`config.mk`:
```
export PLATFORM = sky130hd
export DESIGN_NAME = wide_modular_add_sub_mod_pr
export DESIGN_NICKNAME = d
export VERILOG_FILES = /design/src/design/wmas_pkg.sv /design/src/design/wmas_queue.sv /design/src/design/wmas_front.sv /design/src/design/wmas_back.sv /design/src/design/wide_modular_add_sub_mod_pr.sv
export SDC_FILE = /design/constraint.sdc
export NUM_CORES = 2
export LEC_CHECK = 0
export ABC_AREA = 1
export BUFFER_PORTS_ARGS = -buffer_cell sky130_fd_sc_hd__buf_2
export CAP_MARGIN = 20
export CORE_ASPECT_RATIO = 0.8
export CORE_MARGIN = 3
export CORE_UTILIZATION = 30
export CTS_CLUSTER_SIZE = 8
export DETAILED_ROUTE_END_ITERATION = 10
export HOLD_SLACK_MARGIN = 0.02
export SLEW_MARGIN = 40
export SYNTH_ARGS = -nofsm -noshare
export SYNTH_HDL_FRONTEND = slang
export SYNTH_SLANG_ARGS = --single-unit
```
`constraint.sdc`:
```
create_clock -name clock -period 25.8 [get_ports clock]
set_input_delay 5.16 -clock clock [delete_from_list [all_inputs] [get_ports clock]]
set_output_delay 5.16 -clock clock [all_outputs]
set_load 0.03 [all_outputs]
```
`src/design/wmas_pkg.sv`:
```
`default_nettype none

package wmas_pkg;

   localparam int DEF_HALF_LIMBS = 6;
   localparam int DEF_LIMB_BITS  = 64;

   // Modulus register file seen on the control port.
   localparam int MOD_REGS   = 6;
   localparam int MOD_IDX_W  = 3;
   localparam int CSR_DATA_W = 64;
   localparam int CSR_ADDR_W = 6;

   localparam int INDEX_W = 4;

   localparam int QUEUE_DEPTH = 4;
   localparam int QUEUE_PTR_W = 2;

   localparam logic CMD_ADD = 1'b0;
   localparam logic CMD_SUB = 1'b1;

   // Token kinds passed from the front to the back through the queue.
   localparam logic KIND_EMIT  = 1'b0;
   localparam logic KIND_BURST = 1'b1;

   typedef struct packed {
      logic en;
      logic bank;
   } st_wr_type;

   typedef struct packed {
      logic valid;
      logic bank;
   } done_type;

endpackage

`default_nettype wire

```
`src/design/wmas_queue.sv`:
```
`default_nettype none

module wmas_queue
   import wmas_pkg::*;
#(
   parameter int WIDTH = 8
) (
   input  wire logic             clock,
   input  wire logic             reset,
   input  wire logic             push,
   input  wire logic [WIDTH-1:0] wdata,
   output logic                  full,
   input  wire logic             pop,
   output logic      [WIDTH-1:0] rdata,
   output logic                  empty
);

   logic [WIDTH-1:0]       mem_ff [QUEUE_DEPTH];
   logic [QUEUE_PTR_W-1:0] wr_ptr_ff, wr_ptr_in;
   logic [QUEUE_PTR_W-1:0] rd_ptr_ff, rd_ptr_in;
   logic [QUEUE_PTR_W:0]   count_ff, count_in;
   logic                   do_push;
   logic                   do_pop;

   assign full    = count_ff == (QUEUE_PTR_W+1)'(QUEUE_DEPTH);
   assign empty   = count_ff == '0;
   assign do_push = push && !full;
   assign do_pop  = pop && !empty;
   assign rdata   = mem_ff[rd_ptr_ff];

   always_comb begin
      wr_ptr_in = do_push ? wr_ptr_ff + 1'b1 : wr_ptr_ff;
      rd_ptr_in = do_pop ? rd_ptr_ff + 1'b1 : rd_ptr_ff;
      count_in  = count_ff;
      if (do_push && !do_pop) begin
         count_in = count_ff + 1'b1;
      end else if (do_pop && !do_push) begin
         count_in = count_ff - 1'b1;
      end
   end

   always_ff @(posedge clock) begin
      if (reset) begin
         wr_ptr_ff <= '0;
         rd_ptr_ff <= '0;
         count_ff  <= '0;
      end else begin
         wr_ptr_ff <= wr_ptr_in;
         rd_ptr_ff <= rd_ptr_in;
         count_ff  <= count_in;
      end
   end

   always_ff @(posedge clock) begin
      if (do_push) begin
         mem_ff[wr_ptr_ff] <= wdata;
      end
   end

endmodule

`default_nettype wire

```
`src/design/wmas_front.sv`:
```
`default_nettype none

module wmas_front
   import wmas_pkg::*;
#(
   parameter int HALF_LIMBS = DEF_HALF_LIMBS,
   parameter int LIMB_BITS  = DEF_LIMB_BITS,
   localparam int IDX_W     = (HALF_LIMBS > 1) ? $clog2(HALF_LIMBS) : 1
) (
   input  wire logic                                     clock,
   input  wire logic                                     reset,
   input  wire logic                                     req_push,
   output logic                                          req_full,
   input  wire logic                                     req_cmd,
   input  wire logic [LIMB_BITS-1:0]                     req_limb_a,
   input  wire logic [LIMB_BITS-1:0]                     req_limb_b,
   input  wire logic [MOD_REGS-1:0][CSR_DATA_W-1:0]      mod_limbs,
   input  wire logic                                     q_full,
   output logic                                          q_push,
   output logic      [LIMB_BITS+INDEX_W+2:0]             q_data,
   output st_wr_type                                     st_wr,
   output logic      [IDX_W-1:0]                         st_idx,
   output logic      [LIMB_BITS-1:0]                     st_hi,
   output logic      [LIMB_BITS-1:0]                     st_cand,
   input  done_type                                      done
);

   localparam int POS_W = $clog2(2 * HALF_LIMBS);
   localparam logic [POS_W-1:0] LAST_POS = POS_W'(2 * HALF_LIMBS - 1);
   localparam logic [POS_W-1:0] HALF_POS = POS_W'(HALF_LIMBS);

   // Stage A: position, latched command and the main carry loop.
   logic [POS_W-1:0]   pos_ff, pos_in;
   logic               op_ff, op_in;
   logic               mc_ff, mc_in;
   logic               bank_ff, bank_in;
   logic               a_fire;
   logic               a_first;
   logic               a_last;
   logic               a_op;
   logic               a_cin;
   logic [LIMB_BITS:0] a_sum;

   // Stage B: correction chain, store writes and queue tokens.
   logic                 b_valid_ff, b_valid_in;
   logic [LIMB_BITS-1:0] b_v_ff;
   logic [POS_W-1:0]     b_pos_ff;
   logic                 b_op_ff;
   logic                 b_mc_ff;
   logic                 b_bank_ff;
   logic                 cc_ff, cc_in;
   logic [1:0]           busy_ff, busy_in;
   logic                 b_high;
   logic                 b_last;
   logic [IDX_W-1:0]     b_i;
   logic [LIMB_BITS-1:0] b_mod;
   logic                 b_cin;
   logic [LIMB_BITS:0]   b_corr;
   logic                 b_use_cand;
   logic                 b_adv;

   assign a_first = pos_ff == '0;
   assign a_last  = pos_ff == LAST_POS;
   assign a_op    = a_first ? req_cmd : op_ff;
   assign a_cin   = a_first ? 1'b0 : mc_ff;
   assign a_fire  = req_push && !req_full;

   always_comb begin
      if (a_op == CMD_ADD) begin
         a_sum = {1'b0, req_limb_a} + {1'b0, req_limb_b} + (LIMB_BITS+1)'(a_cin);
      end else begin
         a_sum = {1'b0, req_limb_a} - {1'b0, req_limb_b} - (LIMB_BITS+1)'(a_cin);
      end
   end

   always_comb begin
      pos_in  = pos_ff;
      op_in   = op_ff;
      mc_in   = mc_ff;
      bank_in = bank_ff;
      if (a_fire) begin
         op_in   = a_op;
         mc_in   = a_sum[LIMB_BITS];
         pos_in  = a_last ? '0 : pos_ff + 1'b1;
         bank_in = a_last ? ~bank_ff : bank_ff;
      end
   end

   assign b_high = b_pos_ff >= HALF_POS;
   assign b_last = b_pos_ff == LAST_POS;
   assign b_i    = IDX_W'(b_pos_ff - HALF_POS);
   assign b_cin  = (b_i == '0) ? 1'b0 : cc_ff;

   // Modulus limbs above the register file are zero.
   always_comb begin
      if (32'(b_i) < MOD_REGS) begin
         b_mod = mod_limbs[MOD_IDX_W'(b_i)][LIMB_BITS-1:0];
      end else begin
         b_mod = '0;
      end
   end

   always_comb begin
      if (b_op_ff == CMD_ADD) begin
         b_corr = {1'b0, b_v_ff} - {1'b0, b_mod} - (LIMB_BITS+1)'(b_cin);
      end else begin
         b_corr = {1'b0, b_v_ff} + {1'b0, b_mod} + (LIMB_BITS+1)'(b_cin);
      end
   end

   // Add keeps the plain high half only with no carry out and hi below p.
   assign b_use_cand = (b_op_ff == CMD_ADD) ? !(b_corr[LIMB_BITS] && !b_mc_ff) : b_mc_ff;

   // A high limb waits while its store bank is still being read out.
   always_comb begin
      b_adv = 1'b0;
      if (b_valid_ff) begin
         if (b_high) begin
            b_adv = !busy_ff[b_bank_ff] && (!b_last || !q_full);
         end else begin
            b_adv = !q_full;
         end
      end
   end

   assign req_full   = b_valid_ff && !b_adv;
   assign b_valid_in = a_fire || (b_valid_ff && !b_adv);

   assign q_push = b_adv && (!b_high || b_last);
   assign q_data = {(b_high ? KIND_BURST : KIND_EMIT), b_use_cand, b_bank_ff,
                    INDEX_W'(b_pos_ff), b_v_ff};

   assign st_wr.en   = b_adv && b_high;
   assign st_wr.bank = b_bank_ff;
   assign st_idx     = b_i;
   assign st_hi      = b_v_ff;
   assign st_cand    = b_corr[LIMB_BITS-1:0];

   always_comb begin
      cc_in = cc_ff;
      if (b_adv && b_high) begin
         cc_in = b_corr[LIMB_BITS];
      end
   end

   always_comb begin
      busy_in = busy_ff;
      if (done.valid) begin
         busy_in[done.bank] = 1'b0;
      end
      if (q_push && b_high) begin
         busy_in[b_bank_ff] = 1'b1;
      end
   end

   always_ff @(posedge clock) begin
      if (reset) begin
         pos_ff     <= '0;
         op_ff      <= CMD_ADD;
         mc_ff      <= 1'b0;
         bank_ff    <= 1'b0;
         b_valid_ff <= 1'b0;
         cc_ff      <= 1'b0;
         busy_ff    <= '0;
      end else begin
         pos_ff     <= pos_in;
         op_ff      <= op_in;
         mc_ff      <= mc_in;
         bank_ff    <= bank_in;
         b_valid_ff <= b_valid_in;
         cc_ff      <= cc_in;
         busy_ff    <= busy_in;
      end
   end

   always_ff @(posedge clock) begin
      if (a_fire) begin
         b_v_ff    <= a_sum[LIMB_BITS-1:0];
         b_pos_ff  <= pos_ff;
         b_op_ff   <= a_op;
         b_mc_ff   <= a_sum[LIMB_BITS];
         b_bank_ff <= bank_ff;
      end
   end

endmodule

`default_nettype wire

```
`src/design/wmas_back.sv`:
```
`default_nettype none

module wmas_back
   import wmas_pkg::*;
#(
   parameter int HALF_LIMBS = DEF_HALF_LIMBS,
   parameter int LIMB_BITS  = DEF_LIMB_BITS,
   localparam int IDX_W     = (HALF_LIMBS > 1) ? $clog2(HALF_LIMBS) : 1
) (
   input  wire logic                         clock,
   input  wire logic                         reset,
   input  wire logic                         q_empty,
   input  wire logic [LIMB_BITS+INDEX_W+2:0] q_data,
   output logic                              q_pop,
   input  st_wr_type                         st_wr,
   input  wire logic [IDX_W-1:0]             st_idx,
   input  wire logic [LIMB_BITS-1:0]         st_hi,
   input  wire logic [LIMB_BITS-1:0]         st_cand,
   output done_type                          done,
   output logic                              rsp_empty,
   input  wire logic                         rsp_pop,
   output logic      [LIMB_BITS-1:0]         rsp_result_limb,
   output logic      [INDEX_W-1:0]           rsp_limb_index,
   output logic                              rsp_last
);

   localparam int POS_W = $clog2(2 * HALF_LIMBS);
   localparam logic [IDX_W-1:0] LAST_CNT = IDX_W'(HALF_LIMBS - 1);

   logic [LIMB_BITS-1:0] hi_mem_ff   [2][HALF_LIMBS];
   logic [LIMB_BITS-1:0] cand_mem_ff [2][HALF_LIMBS];

   logic [LIMB_BITS-1:0] t_limb;
   logic [INDEX_W-1:0]   t_index;
   logic                 t_bank;
   logic                 t_use;
   logic                 t_kind;

   logic                 burst_ff, burst_in;
   logic [IDX_W-1:0]     cnt_ff, cnt_in;
   logic                 bbank_ff, bbank_in;
   logic                 buse_ff, buse_in;

   logic                 rd_bank;
   logic [IDX_W-1:0]     rd_cnt;
   logic                 rd_use;
   logic [LIMB_BITS-1:0] rd_limb;
   logic [INDEX_W-1:0]   rd_index;
   logic                 rd_last;

   logic                 out_valid_ff, out_valid_in;
   logic [LIMB_BITS-1:0] out_limb_ff;
   logic [INDEX_W-1:0]   out_index_ff;
   logic                 out_last_ff;
   logic                 slot_free;
   logic                 load;
   logic [LIMB_BITS-1:0] ld_limb;
   logic [INDEX_W-1:0]   ld_index;
   logic                 ld_last;

   assign t_limb  = q_data[LIMB_BITS-1:0];
   assign t_index = q_data[LIMB_BITS+INDEX_W-1:LIMB_BITS];
   assign t_bank  = q_data[LIMB_BITS+INDEX_W];
   assign t_use   = q_data[LIMB_BITS+INDEX_W+1];
   assign t_kind  = q_data[LIMB_BITS+INDEX_W+2];

   // The readout address comes from the running burst, or from a burst
   // token at the head of the queue so that its first limb goes out at once.
   assign rd_bank  = burst_ff ? bbank_ff : t_bank;
   assign rd_cnt   = burst_ff ? cnt_ff : '0;
   assign rd_use   = burst_ff ? buse_ff : t_use;
   assign rd_limb  = rd_use ? cand_mem_ff[rd_bank][rd_cnt] : hi_mem_ff[rd_bank][rd_cnt];
   assign rd_index = INDEX_W'(POS_W'(HALF_LIMBS) + POS_W'(rd_cnt));
   assign rd_last  = rd_cnt == LAST_CNT;

   assign slot_free = !out_valid_ff || rsp_pop;

   always_comb begin
      load     = 1'b0;
      ld_limb  = rd_limb;
      ld_index = rd_index;
      ld_last  = rd_last;
      q_pop    = 1'b0;
      burst_in = burst_ff;
      cnt_in   = cnt_ff;
      bbank_in = bbank_ff;
      buse_in  = buse_ff;
      done     = '0;
      if (burst_ff) begin
         if (slot_free) begin
            load = 1'b1;
            if (rd_last) begin
               burst_in   = 1'b0;
               done.valid = 1'b1;
               done.bank  = bbank_ff;
            end else begin
               cnt_in = cnt_ff + 1'b1;
            end
         end
      end else if (!q_empty) begin
         if (t_kind == KIND_BURST) begin
            q_pop    = 1'b1;
            bbank_in = t_bank;
            buse_in  = t_use;
            if (slot_free) begin
               load = 1'b1;
               if (rd_last) begin
                  done.valid = 1'b1;
                  done.bank  = t_bank;
               end else begin
                  burst_in = 1'b1;
                  cnt_in   = IDX_W'(1);
               end
            end else begin
               burst_in = 1'b1;
               cnt_in   = '0;
            end
         end else if (slot_free) begin
            q_pop    = 1'b1;
            load     = 1'b1;
            ld_limb  = t_limb;
            ld_index = t_index;
            ld_last  = 1'b0;
         end
      end
   end

   assign out_valid_in = load || (out_valid_ff && !rsp_pop);

   always_ff @(posedge clock) begin
      if (reset) begin
         burst_ff     <= 1'b0;
         cnt_ff       <= '0;
         bbank_ff     <= 1'b0;
         buse_ff      <= 1'b0;
         out_valid_ff <= 1'b0;
      end else begin
         burst_ff     <= burst_in;
         cnt_ff       <= cnt_in;
         bbank_ff     <= bbank_in;
         buse_ff      <= buse_in;
         out_valid_ff <= out_valid_in;
      end
   end

   always_ff @(posedge clock) begin
      if (load) begin
         out_limb_ff  <= ld_limb;
         out_index_ff <= ld_index;
         out_last_ff  <= ld_last;
      end
   end

   always_ff @(posedge clock) begin
      if (st_wr.en) begin
         hi_mem_ff[st_wr.bank][st_idx]   <= st_hi;
         cand_mem_ff[st_wr.bank][st_idx] <= st_cand;
      end
   end

   assign rsp_empty       = !out_valid_ff;
   assign rsp_result_limb = out_limb_ff;
   assign rsp_limb_index  = out_index_ff;
   assign rsp_last        = out_last_ff;

endmodule

`default_nettype wire

```
`src/design/wide_modular_add_sub_mod_pr.sv`:
```
// Channel   Direction  Handshake                 Payload
// req       in         req_push / req_full       req_cmd, req_limb_a, req_limb_b
// rsp       out        rsp_empty / rsp_pop       rsp_result_limb, rsp_limb_index, rsp_last
// csr       in/out     APB, pready always high   modulus limbs 0..5 at byte address 8*i
//
// One limb pair is taken per cycle while req_full is low; an operation of 2*HALF_LIMBS
// transactions gives 2*HALF_LIMBS result limbs, one per cycle while rsp_pop stays high,
// so the sustained rate is one per cycle. A low limb passes the stage B registers, the
// queue and the output register on its way out; the high limbs follow the last limb pair.
// The input stalls when the four-entry queue between front and back is full, or when a
// high limb would overwrite the store bank that is still being read out.
// Reset is synchronous and clears control state; the stores need no clearing pass.
`default_nettype none

module wide_modular_add_sub_mod_pr
   import wmas_pkg::*;
#(
   parameter int HALF_LIMBS = DEF_HALF_LIMBS,
   parameter int LIMB_BITS  = DEF_LIMB_BITS
) (
   input  wire logic                  clock,
   input  wire logic                  reset,
   input  wire logic                  req_push,
   output logic                       req_full,
   input  wire logic                  req_cmd,
   input  wire logic [LIMB_BITS-1:0]  req_limb_a,
   input  wire logic [LIMB_BITS-1:0]  req_limb_b,
   output logic                       rsp_empty,
   input  wire logic                  rsp_pop,
   output logic      [LIMB_BITS-1:0]  rsp_result_limb,
   output logic      [INDEX_W-1:0]    rsp_limb_index,
   output logic                       rsp_last,
   input  wire logic                  csr_psel,
   input  wire logic                  csr_penable,
   input  wire logic                  csr_pwrite,
   input  wire logic [CSR_ADDR_W-1:0] csr_paddr,
   input  wire logic [CSR_DATA_W-1:0] csr_pwdata,
   output logic      [CSR_DATA_W-1:0] csr_prdata,
   output logic                       csr_pready
);

   localparam int IDX_W = (HALF_LIMBS > 1) ? $clog2(HALF_LIMBS) : 1;
   localparam int TOK_W = LIMB_BITS + INDEX_W + 3;

   logic [MOD_REGS-1:0][CSR_DATA_W-1:0] mod_ff;
   logic [MOD_IDX_W-1:0]                csr_idx;
   logic                                csr_wr;

   logic             q_push;
   logic [TOK_W-1:0] q_wdata;
   logic             q_full;
   logic             q_pop;
   logic [TOK_W-1:0] q_rdata;
   logic             q_empty;

   st_wr_type            st_wr;
   logic [IDX_W-1:0]     st_idx;
   logic [LIMB_BITS-1:0] st_hi;
   logic [LIMB_BITS-1:0] st_cand;
   done_type             done;

   assign csr_pready = 1'b1;
   assign csr_idx    = csr_paddr[CSR_ADDR_W-1:3];
   assign csr_wr     = csr_psel && csr_penable && csr_pwrite && csr_pready;

   always_comb begin
      if (32'(csr_idx) < MOD_REGS) begin
         csr_prdata = mod_ff[csr_idx];
      end else begin
         csr_prdata = '0;
      end
   end

   // Writes past the last modulus register are dropped.
   always_ff @(posedge clock) begin
      if (reset) begin
         mod_ff <= '0;
      end else if (csr_wr && (32'(csr_idx) < MOD_REGS)) begin
         mod_ff[csr_idx] <= csr_pwdata;
      end
   end

   wmas_front #(
      .HALF_LIMBS (HALF_LIMBS),
      .LIMB_BITS  (LIMB_BITS)
   ) u_front (
      .clock      (clock),
      .reset      (reset),
      .req_push   (req_push),
      .req_full   (req_full),
      .req_cmd    (req_cmd),
      .req_limb_a (req_limb_a),
      .req_limb_b (req_limb_b),
      .mod_limbs  (mod_ff),
      .q_full     (q_full),
      .q_push     (q_push),
      .q_data     (q_wdata),
      .st_wr      (st_wr),
      .st_idx     (st_idx),
      .st_hi      (st_hi),
      .st_cand    (st_cand),
      .done       (done)
   );

   wmas_queue #(
      .WIDTH (TOK_W)
   ) u_queue (
      .clock (clock),
      .reset (reset),
      .push  (q_push),
      .wdata (q_wdata),
      .full  (q_full),
      .pop   (q_pop),
      .rdata (q_rdata),
      .empty (q_empty)
   );

   wmas_back #(
      .HALF_LIMBS (HALF_LIMBS),
      .LIMB_BITS  (LIMB_BITS)
   ) u_back (
      .clock           (clock),
      .reset           (reset),
      .q_empty         (q_empty),
      .q_data          (q_rdata),
      .q_pop           (q_pop),
      .st_wr           (st_wr),
      .st_idx          (st_idx),
      .st_hi           (st_hi),
      .st_cand         (st_cand),
      .done            (done),
      .rsp_empty       (rsp_empty),
      .rsp_pop         (rsp_pop),
      .rsp_result_limb (rsp_result_limb),
      .rsp_limb_index  (rsp_limb_index),
      .rsp_last        (rsp_last)
   );

endmodule

`default_nettype wire

```
# Yosys cells after proc, flatten, opt, wreduce, memory -nomap -nowiden
# Memory sizes are Yosys's and may differ from the RTL's. A register that Yosys moved wholly into a read port is not among the register bits.
# Cells that the tools add are included.
# W data, S select, Z words.
[word_totals]
out_inout_bits = 136
ff_bits = 549
mem_count = 3
ramBits = 1820
inputBits = 206
word_cells = 206
[memory_table]
columns = ["name", "words", "word_bits", "read_ports", "rd_ports_with_merged_regs", "wr", "line_no", "text"]
rows = [
  ["u_back.cand_mem_ff", 2, 384, 1, 0, 1, "wmas_back.sv:31", "logic [LIMB_BITS-1:0] cand_mem_ff [2][HALF_LIMBS];"],
  ["u_back.hi_mem_ff", 2, 384, 1, 0, 1, "wmas_back.sv:30", "logic [LIMB_BITS-1:0] hi_mem_ff [2][HALF_LIMBS];"],
  ["u_queue.mem_ff", 4, 71, 1, 1, 1, "wmas_queue.sv:18", "logic [WIDTH-1:0] mem_ff [QUEUE_DEPTH];"],
]
[op_classes]
mux = 84
bitwise_logic = 8
n_eq_ne = 8
order_cmp = 13
n_reduce_logical = 45
n_addsub = 16
[ops]
columns = ["operator", "n"]
rows = [
  ["$mux W64", 15],
  ["$bmux W64 S3", 4],
  ["$bwmux W384", 1],
  ["$demux W64 S3", 2],
  ["$mux W384", 1],
  ["$add A64 B64 Y65", 2],
  ["$add A65 B1 Y65", 2],
  ["$mux W65", 2],
  ["$sub A64 B64 Y65", 2],
  ["$sub A65 B1 Y65", 2],
  ["$mux W1", 31],
  ["$mux W3", 10],
  ["$mux W2", 11],
  ["$mux W4", 5],
  ["$logic_and A1 B1 Y1", 19],
  ["$logic_not A1 Y1", 13],
  ["$eq A4 B4 Y1 const B", 2],
  ["$ge A4 B4 Y1 const B", 2],
  ["$lt A3 B4 Y1 const B", 2],
  ["$not A3 Y4", 2],
  ["$add A3 B1 Y3 const B", 2],
  ["$eq A3 B3 Y1 const B", 2],
  ["$logic_not A3 Y1", 2],
  ["$lt A3 B3 Y1 const B", 2],
  ["23 further kinds", 36],
]

# Logic depth before layout (Yosys ltp)
[logic_depth]
word_depth = 16
ltp_mapped = 31
mapped_depth_nobuf = 28

# By module
# A second synthesis with hierarchy kept.
[hier_totals]
cells_unflattened = 16256
hier_area_um2 = 131122.0
[modules_own_cells]
columns = ["module", "n_inst", "cells_per_inst", "seq_area_each_um2", "area_each_um2"]
rows = [
  ["wmas_back", 1, 6769, 48336.4, 70853.0],
  ["wmas_front", 1, 5589, 2352.3, 30559.3],
  ["wide_modular_add_sub_mod_pr", 1, 3141, 7687.4, 18691.7],
  ["wmas_queue", 1, 757, 8708.4, 11018.1],
]

# Least setup slack after synthesis
# OpenSTA, ideal clock, no wires.
[synth_path]
path_kind = "reg2reg"
from = "reg u_front.b_pos_ff[1]"
to = "mem u_back.cand_mem_ff[0][0] in the netlist's numbering, enable pin"
stages_incl_launch_ff = 11
arrival_time_ns = 13.767
setup_time_ns = 0.929
required_ns = 24.871
synth_period_minus_slack_ns = 14.696
path_slack_ns = 11.104
n_path_buf = 2
cell_sequence = "edfxtp_1 -> buf_2 -> inv_1 -> o21ai_1 -> nand2_1 -> nand4_1 -> nand2_1 -> nor2_1 -> nand2_1 -> clkbuf_1 -> nor4_1"
[synth_via]
elab_chain_cells = 9
elab_cells_between_ends = 17
classes_between = "1 x add/sub; 3 x order compare; 1 x eq/ne; 6 x mux; 1 x bitwise; 5 x reduce/logical"
[synth_lines]
columns = ["element", "line_no", "text"]
rows = [
  ["start: declaration", "wmas_front.sv:47", "logic [POS_W-1:0] b_pos_ff;"],
  ["start signal: assignment", "wmas_front.sv:179", "b_pos_ff <= pos_ff;"],
  ["parallel branches: the longest is 8 deep, another holds $ge A4 B4 Y1", "n/a", ""],
  ["$mux W384 (implied by the code) (*)", "wmas_back.sv:157", "cand_mem_ff[st_wr.bank][st_idx] <= st_cand;"],
  ["end: declaration", "wmas_back.sv:31", ""],
]
# Mark *: on every way between the ends.

# Final worst setup path
[layout_path]
from = "in csr_paddr[5]"
to = "out csr_prdata[42]"
[layout_via]
elab_chain_cells = 3
elab_cells_between_ends = 4
classes_between = "1 x order compare; 3 x mux"
[layout_lines]
columns = ["element", "line_no", "text"]
rows = [
  ["start: declaration", "wide_modular_add_sub_mod_pr.sv:36", "input wire logic [CSR_ADDR_W-1:0] csr_paddr,"],
  ["$bmux W64 S3", "wide_modular_add_sub_mod_pr.sv:68", "csr_prdata = mod_ff[csr_idx];"],
  ["$mux W64 (implied by the code)", "wide_modular_add_sub_mod_pr.sv:68", ""],
  ["$mux W64 (*)", "wide_modular_add_sub_mod_pr.sv:67", "if (32'(csr_idx) < MOD_REGS) begin"],
  ["end: declaration", "wide_modular_add_sub_mod_pr.sv:38", "output logic [CSR_DATA_W-1:0] csr_prdata,"],
]
# Mark *: on every way between the ends. The rest lies on a longest branch, timed or not. The select of a mux whose other input is x is not followed.

==> impl_metrics.csv <==
group,metric,value,unit
critical_path,critical_path.cell_chain,"buf_2 -> inv_2 -> nor3_4 -> buf_4 -> buf_4 -> inv_2 -> o211ai_1 -> buf_2",
power,p_per_area,104.2,nW/um^2
power,p_total,14.69,mW
timing,slew_headroom,0.3533,
yosys,ys_seq_elements,2371,
power,seq_power_share,0.328,
critical_path,critical_path.max_fanout,30,
die,die_w,722.8,um
finish,fillers,41470,
outcome,status,"complete, no violations",
drt,wl_per_cell,23.65,um
power,power.leakage,56.52,nW
critical_path,r2r_start,"u_front.b_pos_ff[1]",
die,die_y,579.4,um
yosys,syn_nets,14780,
yosys,synth-async-reset-ratio,0,
critical_path,rr_endpoint,"u_back.cand_mem_ff[1][116]",
yosys,synth-edff-count,1960,
critical_path,worst_r2r_path_depth,21,
finish,areaGrowthSynthToFinish,14.36,%
drt,num_vias,103300,
timing,max_slew.worst_pin.slew,0.9700,ns
drt,ant_nets,0,
place,dpl_cell_area,131500,um^2
cts,ctsResizeCount,0,
drt,viasPerCell,5.197,
power,irDropWorstVdd,0.1109,mV
min_path,hold_path.startpoint,"u_front.pos_ff[3]",
die,dieArea,418800,um^2
cts,holdBufCountCts,0,
finish,drive_above_1_share,0.07428,
critical_path,crit_path_end_kind,"output port",
cts,clock_sinks,2371,
cts,clk_path_buf_depth,4,
yosys,synth_cells,14180,
min_path,hold_path_end,"u_front.b_pos_ff[3]",
power,p_int,8.522,mW
finish,multiInputGateArea,46450,um^2
timing,fin_worst_skew,0.1279,ns
critical_path,rrSetupSlack,17.92,ns
cts,root_buffer,"clkbuf_16",
place,gp_congestion,1.006,
drt,drt_wl_total,470200,um
critical_path,critPathArrivalTime,7.90,ns
die,ios,342,
grt,grt_pass1_wl,668600,um
cts,cts_tree,"done",
die,std_cell_rows,209,
critical_path,critPathLaunchType,"input pin",
yosys,yosys_most_used_dff,"edfxtp_1",
power,switching_share,0.4198,
cts,postCtsSetupRepairBufs,0,
yosys,ys_warn_count,0,
grt,grt_pass1_vias,94250,
cts,clock_latency,1.00,ns
finish,final_util,0.3463,
grt,overflow,0,
critical_path,required,20.64,ns
timing,setup_viol_count_final,0,
power,power_frac_comb,0.398,
critical_path,slowest_delay,0.59,ns
drt,drt-initial-drc-count,12740,
cts,h-tree-depth,5,
cts,cts_made_buffers,338,
grt,antenna_found_initial,44,
place,dp_hpwl,304100,um
timing,period_share,0.5060,
timing,max_freq,76.59,MHz
cts,clkSlewWorstSetupHoldPaths,0.05,ns
grt,grt_max_degree,197,
die,start_util,0.3028,
timing,rsz0062_at_grt,"no",
yosys,syn_area,123300,um^2
power,clockPowerShare,0.274,
drt,drc,0,
grt,grtUsageTotal,0.2158,
critical_path,critPathKind,"input pin to output port",
place,port_buffers,337,
yosys,ys_seq_area_frac,0.5441,
critical_path,cp_slowest_cell,"buf_4",
min_path,hold_depth,0,
finish,nets,15030,
finish,finalInstanceArea,141000,um^2
finish,final-seq-area,67100,um^2
timing,fin_setup_tns,0,ns
timing,period_minus_slack,13.06,ns
timing,hold_violations,0,
timing,report.final.slew_viol_count,0,
power,p_sw,6.166,mW
yosys,synth_area_per_cell,8.697,um^2
yosys,ys_types,53,
drt,drt-pass1-iter-count,8,
run,maxCapViolations,0,
die,coreArea,407200,um^2
min_path,hold_path.class,"flop to flop",
==> stage by stage <==
step	std cells	setup WS (ns)	hold slack, ns
after floorplan	14180	11.10	0.4082
after global placement	19440	12.95	0.4185
after detailed placement	19460	12.95	0.4241
after CTS	19860	12.95	0.4352
after global routing	19870	12.81	0.4506
final	19880	12.74	0.4355
==> flip-flops by register name, indices dropped and copies added (netlist names), 2 cells and up, named ones only <==
name	flops
u_back.cnt_ff	3
u_queue.wr_ptr_ff	2
u_back.rsp_limb_index	4
u_back.cand_mem_ff	768
mod_ff	384
u_back.hi_mem_ff	768
u_queue.rd_ptr_ff	2
u_back.rsp_result_limb	64
u_queue.mem_ff	284
u_front.b_pos_ff	4
u_front.busy_ff	2
u_front.st_hi	64
u_queue.count_ff	3
u_front.pos_ff	4
==> power by group through the flow <==
stage / clock network (mW) / registers, mW / logic [mW]
after floorplan: 0 / 5.00 / 3.33
after global placement: 0 / 4.92 / 5.66
after detailed placement: 0 / 4.90 / 5.74
after CTS: 4.08 / 4.83 / 5.76
after global routing: 4.24 / 4.83 / 6.35
final: 4.02 / 4.82 / 5.85
==> layout by cell type, fill, tap and decap left out, types with 14 or more instances in the layout <==
master	Yosys	routed
nand2_1	3028	3023
edfxtp_1	1960	1960
a21oi_2	0	18
buf_2	146	337
inv_1	1938	1930
ha_1	392	391
buf_12	0	14
o21bai_1	120	119
o21ai_0	1237	1221
a22oi_1	72	72
inv_2	17	17
nor3_1	64	64
buf_6	5	45
nand3b_1	29	29
o21a_1	76	75
a21o_1	16	16
nand4_1	79	79
nor4_1	32	19
clkbuf_16	0	342
xor2_1	27	27
clkbuf_1	450	27
a41oi_1	27	18
o21ai_1	10	17
dfxtp_1	411	407
nor2_1	1534	1525
a221oi_1	70	70
o22ai_1	82	82
buf_4	23	173
o211ai_1	417	417
nand3_1	803	803
a21oi_1	973	954
diode_2	0	14
==> logic make-up (layout without fill, tap and decap cells) <==
family / after synthesis / in the layout / share of synthesized area
AO/OA/AOI/OAI: 3133 / 3133 / 0.1461
XOR/XNOR: 30 / 30 / 0.002131
adder cells (fa/ha/maj): 401 / 401 / 0.04124
buffers and inverters: 2634 / 2943 / 0.08271
flip-flops: 2371 / 2371 / 0.5441
other: 1 / 15 / 0.00003041
AND/OR/NAND/NOR: 5607 / 5607 / 0.1837
==> metal layers <==
metal	track usage	vias up	share of wire
met5	0	-	0.00064
met4	0.05394	44	0.027
met3	0.05330	801	0.11
met2	0.3156	5169	0.41
met1	0.3172	49180	0.45
li1	-	48130	-
==> worst max path at each step <==
| stage | start | end | slack (ns) | depth (start not counted) |
|---|---|---|---|---|
| after floorplan | u_front.b_pos_ff[1] | u_back.cand_mem_ff[0][0] | 11.10 | 10 |
| after global placement | csr_paddr[5] | csr_prdata[42] | 12.95 | 8 |
| after detailed placement | csr_paddr[5] | csr_prdata[42] | 12.95 | 8 |
| after CTS | csr_paddr[5] | csr_prdata[42] | 12.95 | 8 |
| after global routing | csr_paddr[5] | csr_prdata[10] | 12.81 | 8 |
| final | csr_paddr[5] | csr_prdata[42] | 12.74 | 8 |
==> cell usage after synthesis, types with 5 or more instances <==
cell type  number  area share
nand2_1      3028       0.092
edfxtp_1     1960        0.48
inv_1        1938       0.059
nor2_1       1534       0.047
o21ai_0      1237       0.050
a21oi_1       973       0.039
nand3_1       803       0.033
clkbuf_1      450       0.014
o211ai_1      417       0.025
dfxtp_1       411       0.067
ha_1          392       0.040
buf_2         146      0.0059
o21bai_1      120      0.0073
o22ai_1        82      0.0042
nand4_1        79      0.0040
o21a_1         76      0.0046
a22oi_1        72      0.0044
a221oi_1       70      0.0050
nor3_1         64      0.0026
buf_1          48      0.0015
nor4_1         32      0.0016
nand3b_1       29      0.0018
a41oi_1        27      0.0019
xor2_1         27      0.0019
buf_4          23      0.0014
inv_2          17     0.00052
a21o_1         16     0.00097
and2_1         11     0.00056
a21boi_0       10     0.00061
o21ai_1        10     0.00041
fa_1            9      0.0015
or2_2           9     0.00046
and3_1          7     0.00036
buf_6           5     0.00046
clkinv_1        5     0.00015
==> cell type report <==
cell class / count / area share
inverter: 1962 / 0.05272
timing repair buffer: 581 / 0.02865
sequential: 2371 / 0.4759
tap: 5380 / 0.04774
multi-input combinational: 9172 / 0.3294
clock buffer: 370 / 0.06151
clock inverter: 30 / 0.003869
antenna: 14 / 0.0002485
==> critical path: cells and delay by family <==
family | cells | cell delay [ns]
AOI/OAI and AO/OA | 1 | 0.59
and+or+nand+nor | 1 | 0.11
buffers and inverters | 6 | 1.99
No activity file was read; power rests on OpenSTA's default activity.
